`config.mk`:
```
export PLATFORM = sky130hd
export DESIGN_NAME = signed_varint_decoder_top
export DESIGN_NICKNAME = d
export VERILOG_FILES = /design/src/rtl/svd_pkg.sv /design/src/rtl/signed_varint_decoder_top.sv /design/src/rtl/svd_in_stage.sv /design/src/rtl/svd_core.sv
export SDC_FILE = /design/constraint.sdc
export NUM_CORES = 1
export LEC_CHECK = 0
export ABC_AREA = 1
export BUFFER_PORTS_ARGS = -buffer_cell sky130_fd_sc_hd__buf_2
export CAP_MARGIN = 0
export CORE_AREA = 2 2 142 109
export CTS_CLUSTER_SIZE = 10
export DETAILED_ROUTE_END_ITERATION = 12
export DIE_AREA = 0 0 144 111
export HOLD_SLACK_MARGIN = 0.05
export PLACE_DENSITY_LB_ADDON = 0.1
export REMOVE_ABC_BUFFERS = 1
export SLEW_MARGIN = 20
export SYNTH_ARGS = -nofsm -noshare
export SYNTH_HDL_FRONTEND = slang
export SYNTH_SLANG_ARGS = --single-unit
```
`constraint.sdc`:
```
create_clock -name clk -period 3.4 [get_ports clk]
set_clock_uncertainty 0.1 [all_clocks]
set_input_delay 1.02 -clock clk [delete_from_list [all_inputs] [get_ports clk]]
set_output_delay 1.02 -clock clk [all_outputs]
set_load 0.05 [all_outputs]
```
`src/rtl/svd_pkg.sv`:
```
// Shared types and codes for the signed varint decoder.
// No dependencies.
package svd_pkg;

    localparam int VALUE_W = 64;
    localparam int COUNT_W = 4;

    typedef enum logic [1:0] {
        STATUS_OK    = 2'd0,
        STATUS_TRUNC = 2'd1,
        STATUS_LONG  = 2'd2
    } status_t;

    // one buffered request from the input register
    typedef struct packed {
        logic       vld;
        logic [7:0] data;
        logic       last;
    } svd_item_t;

    typedef struct packed {
        logic [VALUE_W-1:0] value;
        logic [COUNT_W-1:0] bytes_used;
        status_t            status;
    } svd_result_t;

endpackage

```
`src/rtl/signed_varint_decoder_top.sv`:
```
// Top level of the signed varint decoder: input register, decode core, result register.
// Depends on svd_pkg, svd_in_stage and svd_core.
//
// Decodes one byte per cycle into signed 64-bit values stored most significant
// group first (first byte: continue, sign, 6 bits; later bytes: continue, 7 bits).
// A byte is taken every cycle as long as the result side keeps up; each byte
// sits in the input register while the shift/OR/negate logic works on it, and
// the result register loads when it is free or being drained, so a result is
// offered from the result register after its final byte leaves the input register.
// Errors (too long, truncated at buffer end) report value 0 and restart decoding.
module signed_varint_decoder_top
    import svd_pkg::*;
#(
    parameter int MAX_BYTES = 10
)
(
    input  logic                clk,
    input  logic                rst_n,
    input  logic                in_valid,
    output logic                in_ready,
    input  logic [7:0]          in_byte,
    input  logic                buffer_end,
    output logic                out_valid,
    input  logic                out_ready,
    output logic signed [63:0]  value,
    output logic [3:0]          bytes_used,
    output logic [1:0]          status
);

    svd_item_t   item;
    svd_result_t res;
    logic        res_valid;
    logic        advance;

    logic        ovld_reg;
    logic        ovld_next;
    svd_result_t ores_reg;

    // stage moves when the result register is free or being drained
    assign advance = item.vld && (!ovld_reg || out_ready);

    svd_in_stage u_in (
        .clk        (clk),
        .rst_n      (rst_n),
        .in_valid   (in_valid),
        .in_ready   (in_ready),
        .in_byte    (in_byte),
        .buffer_end (buffer_end),
        .advance    (advance),
        .item       (item)
    );

    svd_core #(
        .MAX_BYTES (MAX_BYTES)
    ) u_core (
        .clk       (clk),
        .rst_n     (rst_n),
        .item      (item),
        .advance   (advance),
        .res_valid (res_valid),
        .res       (res)
    );

    always_comb
    begin
        ovld_next = ovld_reg && !out_ready;
        if (advance && res_valid)
        begin
            ovld_next = 1'b1;
        end
    end

    always_ff @(posedge clk or negedge rst_n)
    begin
        if (!rst_n)
        begin
            ovld_reg <= 1'b0;
        end
        else
        begin
            ovld_reg <= ovld_next;
        end
    end

    always_ff @(posedge clk)
    begin
        if (advance && res_valid)
        begin
            ores_reg <= res;
        end
    end

    assign out_valid  = ovld_reg;
    assign value      = ores_reg.value;
    assign bytes_used = ores_reg.bytes_used;
    assign status     = ores_reg.status;

endmodule

```
`src/rtl/svd_in_stage.sv`:
```
// Input register for the signed varint decoder.
// Depends on svd_pkg.
module svd_in_stage
    import svd_pkg::*;
(
    input  logic       clk,
    input  logic       rst_n,
    input  logic       in_valid,
    output logic       in_ready,
    input  logic [7:0] in_byte,
    input  logic       buffer_end,
    input  logic       advance,
    output svd_item_t  item
);

    logic       vld_reg;
    logic       vld_next;
    logic [7:0] data_reg;
    logic       last_reg;

    assign in_ready = !vld_reg || advance;

    always_comb
    begin
        vld_next = vld_reg;
        if (in_ready)
        begin
            vld_next = in_valid;
        end
    end

    always_ff @(posedge clk or negedge rst_n)
    begin
        if (!rst_n)
        begin
            vld_reg <= 1'b0;
        end
        else
        begin
            vld_reg <= vld_next;
        end
    end

    always_ff @(posedge clk)
    begin
        if (in_valid && in_ready)
        begin
            data_reg <= in_byte;
            last_reg <= buffer_end;
        end
    end

    assign item.vld  = vld_reg;
    assign item.data = data_reg;
    assign item.last = last_reg;

endmodule

```
`src/rtl/svd_core.sv`:
```
// Decode state and per-byte accumulate/result logic.
// Depends on svd_pkg.
module svd_core
    import svd_pkg::*;
#(
    parameter int MAX_BYTES = 10
)
(
    input  logic        clk,
    input  logic        rst_n,
    input  svd_item_t   item,
    input  logic        advance,
    output logic        res_valid,
    output svd_result_t res
);

    localparam logic [COUNT_W-1:0] MAX_CNT = COUNT_W'(MAX_BYTES);

    logic [VALUE_W-1:0] acc_reg;
    logic [VALUE_W-1:0] acc_next;
    logic [COUNT_W-1:0] cnt_reg;
    logic [COUNT_W-1:0] cnt_next;
    logic               sign_reg;
    logic               sign_next;

    logic [VALUE_W-1:0] acc_upd;
    logic               sign_upd;
    logic [COUNT_W-1:0] count;
    logic               more;

    always_comb
    begin
        // first byte: sign in bit 6, six magnitude bits
        if (cnt_reg == '0)
        begin
            acc_upd  = {{(VALUE_W-6){1'b0}}, item.data[5:0]};
            sign_upd = item.data[6];
        end
        else
        begin
            acc_upd  = {acc_reg[VALUE_W-8:0], item.data[6:0]};
            sign_upd = sign_reg;
        end
        count = cnt_reg + COUNT_W'(1);
        more  = item.data[7];
    end

    always_comb
    begin
        res_valid      = 1'b1;
        res.value      = '0;
        res.bytes_used = count;
        res.status     = STATUS_OK;
        acc_next       = '0;
        cnt_next       = '0;
        sign_next      = 1'b0;
        if (!more)
        begin
            res.value = sign_upd ? (VALUE_W'(0) - acc_upd) : acc_upd;
        end
        else if (count >= MAX_CNT)
        begin
            res.status = STATUS_LONG;
        end
        else if (item.last)
        begin
            res.status = STATUS_TRUNC;
        end
        else
        begin
            res_valid = 1'b0;
            acc_next  = acc_upd;
            cnt_next  = count;
            sign_next = sign_upd;
        end
    end

    always_ff @(posedge clk or negedge rst_n)
    begin
        if (!rst_n)
        begin
            acc_reg  <= '0;
            cnt_reg  <= '0;
            sign_reg <= 1'b0;
        end
        else if (advance)
        begin
            acc_reg  <= acc_next;
            cnt_reg  <= cnt_next;
            sign_reg <= sign_next;
        end
    end

endmodule

```
==> flow_metrics.env <==
export IMPL_ff2ff_path_depth=13
export IMPL_io_buffers=84
export IMPL_p_leak_nw=4.19
export IMPL_seq_area_mm2=0.00397
export IMPL_synth_seq_area_share=0.522
export IMPL_setup_viol=0
export IMPL_viasPerCell=5.46
export IMPL_cp_start_kind="flop"
export IMPL_relSlewSlack=0.385
export IMPL_clk_pin_slew_ps=60
export IMPL_area_growth_pct=14.9
export IMPL_place_gp_congestion=0.933
export IMPL_worstPathMaxFanout=42
export IMPL_clock_sinks=143
export IMPL_status="finished clean"
export IMPL_regToRegSetupSlack_ps=630
export IMPL_path_cells="inv_1 > ha_1 > nand2_4 > buf_4 > o21ai_0 > nand2_1 > nor2_1 > nand2_1 > nand2_1 > nand3_1 > nand2_1 > nand2_1 > nor2_1"
export IMPL_max_cap_violations=0
export IMPL_worstSetupEndpoint="value[50]$_SDFFCE_PP0P_"
export IMPL_netlist_area_leader_share=0.312
export IMPL_fp_dieW_um=144
export IMPL_synth_top_area_cell="edfxtp_1"
export IMPL_grt_pass1_vias=6108
export IMPL_synthDistinctLibCells=41
export IMPL_worstReg2RegStart="u_core.cnt_reg[0]$_DFFE_PN0P_"
export IMPL_fin_crit_ps=2770
export IMPL_start_util=0.515
export IMPL_synth_xor_area_share=0.00230
export IMPL_slew_viol_final=0
export IMPL_synthMuxAreaShare=0
export IMPL_die_area_mm2=0.0160
export IMPL_grt_use_total=0.282
export IMPL_cts_root_buf="clkbuf_16"
export IMPL_drc=0
export IMPL_diodes=0
export IMPL_largest_reg_flops=64
export IMPL_ir_worst_vdd_mv=0.384
export IMPL_tightest_slew_ps=922
export IMPL_grt_pass1_wl_um=33900
export IMPL_cts_htree_levels=4
export IMPL_place_ws_ps=666
export IMPL_synth_fa_ha_area_frac=0.00657
export IMPL_dp_hpwl_um=14800
export IMPL_cp_arrival_ps=2860
export IMPL_min_path_type="primary input to asynchronous set/reset pin"
export IMPL_crit_type="flop to flop"
export IMPL_finalNonFillerCells=1230
export IMPL_grt_max_degree=61
export IMPL_cp_end_kind="flop"
export IMPL_vias=6716
export IMPL_nFillCells=1355
export IMPL_cts_resized=0
export IMPL_synthArstFlopShare=0.448
export IMPL_holdWs_ps=290
export IMPL_p_per_area_mw_per_mm2=617
export IMPL_synth_simple_area_share=0.264
export IMPL_syn_inst=933
export IMPL_crit_path_max_incr_delay_ps=420
export IMPL_worst_path_max_delay_cell="dfrtp_1"
export IMPL_synth_edf_count=79
export IMPL_routedWlPerCell_um=17.3
export IMPL_routed_wl_um=21300
export IMPL_placed_area_mm2=0.00818
export IMPL_core_mm2=0.0148
export IMPL_synthTopCellsByCount="nand2_1, nor2_1, o21ai_0"
export IMPL_ctsLongestPathBuffers=2
export IMPL_clk_insertion_delay_late_ps=430
export IMPL_antenna_left=0
export IMPL_rows=39
export IMPL_design_area_mm2=0.00875
export IMPL_hold_viol_final=0
export IMPL_critical_path_required_ps=3480
export IMPL_multi_input_area_mm2=0.00317
export IMPL_synth_compound_area_frac=0.143
export IMPL_drive_gt1_frac=0.162
export IMPL_fin_crit_sh=0.815
export IMPL_rsz0062_at_grt="false"
export IMPL_tns_ps=0
export IMPL_cts_buffers=17
export IMPL_syn_area_mm2=0.00761
export IMPL_crit_top_cell="nand2_1"
export IMPL_ys_flop_type="edfxtp_1"
export IMPL_antenna_found_initial=0
export IMPL_max_freq_ghz=0.361
export IMPL_synth_seq_cells=143
export IMPL_synth_most_common_cell="nand2_1"
export IMPL_fin_ws_ps=628
export IMPL_syn_area_per_cell_um2=8.16
export IMPL_cp_startpoint="u_core.cnt_reg[0]$_DFFE_PN0P_"
export IMPL_drt_iter0_markers=638
export IMPL_post_cts_repair_setup_buffers=0
export IMPL_dp_cells=1198
export IMPL_synth_top_family_by_area="simple AND/OR/NAND/NOR gates"
export IMPL_drtPass1Iterations=5
export IMPL_holdBufCountCts=0
export IMPL_cts_tree="done"
export IMPL_rr_endpoint="value[50]$_SDFFCE_PP0P_"
export IMPL_die_h_um=111
export IMPL_ios=85
export IMPL_synth_area_top_cells="edfxtp_1, dfrtp_1, nand2_1"
export IMPL_grt_overflow=0
export IMPL_yosysWarnings=0
export IMPL_layout_nets=1029
## cell type report
cell class / count / area share
Sequential cell: 143 / 0.454
Multi-Input combinational cell: 681 / 0.362
Timing Repair Buffer: 97 / 0.0592
Clock buffer: 23 / 0.0546
Inverter: 72 / 0.0309
Tap cell: 205 / 0.0293
Clock inverter: 9 / 0.00973
## how the worst min path moves through the flow
stage                                              start                             end  cells after the start
after global placement    u_core.acc_reg[55]$_DFFE_PN0P_  u_core.acc_reg[55]$_DFFE_PN0P_                      2
after CTS                                          rst_n        u_in.vld_reg$_DFFE_PN0N_                      1
after detailed placement  u_core.acc_reg[55]$_DFFE_PN0P_  u_core.acc_reg[55]$_DFFE_PN0P_                      2
after floorplan           u_core.acc_reg[54]$_DFFE_PN0P_  u_core.acc_reg[54]$_DFFE_PN0P_                      2
after global routing                               rst_n             out_valid$_DFF_PN0_                      1
final                                              rst_n        u_in.vld_reg$_DFFE_PN0N_                      1
## cell families after synthesis
| family | Yosys count |
|---|---|
| simple gates | 477 |
| fa+ha+maj | 4 |
| compound gates | 198 |
| flops | 143 |
| xor+xnor | 2 |
| buf+inv | 109 |
## power breakdown
part           internal, mW  switching [mW]
clock                  1.06           0.735
combinational         0.319            1.18
sequential             2.04          0.0607
total                  3.42            1.98
## per-stage QoR
stage	util	total power, mW
finish	0.592	5.40
global route	0.592	5.63
CTS	0.592	5.41
detailed placement	0.554	3.62
global placement	0.554	3.61
floorplan	-	3.20
## per-layer routing
layer  wire (µm)  part of all wire  GRT usage
met1       10700              0.50      0.471
met2        8250              0.39      0.361
met3        2090             0.098     0.0678
met4         286             0.013     0.0699
met5           0                 0          0
## worst max-delay path, delay by kind of cell (launching register included)
family / cells / cell delay, ps
DFF: 1 / 420
AOI/OAI and AO/OA: 1 / 280
adders and majority gates: 1 / 230
buffers and inverters: 2 / 480
and+or+nand+nor: 9 / 1000
## layout by cell type, fill, tap and decap left out, types with 13 or more instances in the layout
cell type	n
nand2_1	248
nor2_1	132
o21ai_0	100
buf_2	84
edfxtp_1	79
inv_1	68
dfrtp_1	64
nand3_1	54
a21oi_1	42
o21ai_1	24
clkbuf_16	17
o22ai_1	16
buf_4	13
(Power assumes the default switching activity.)
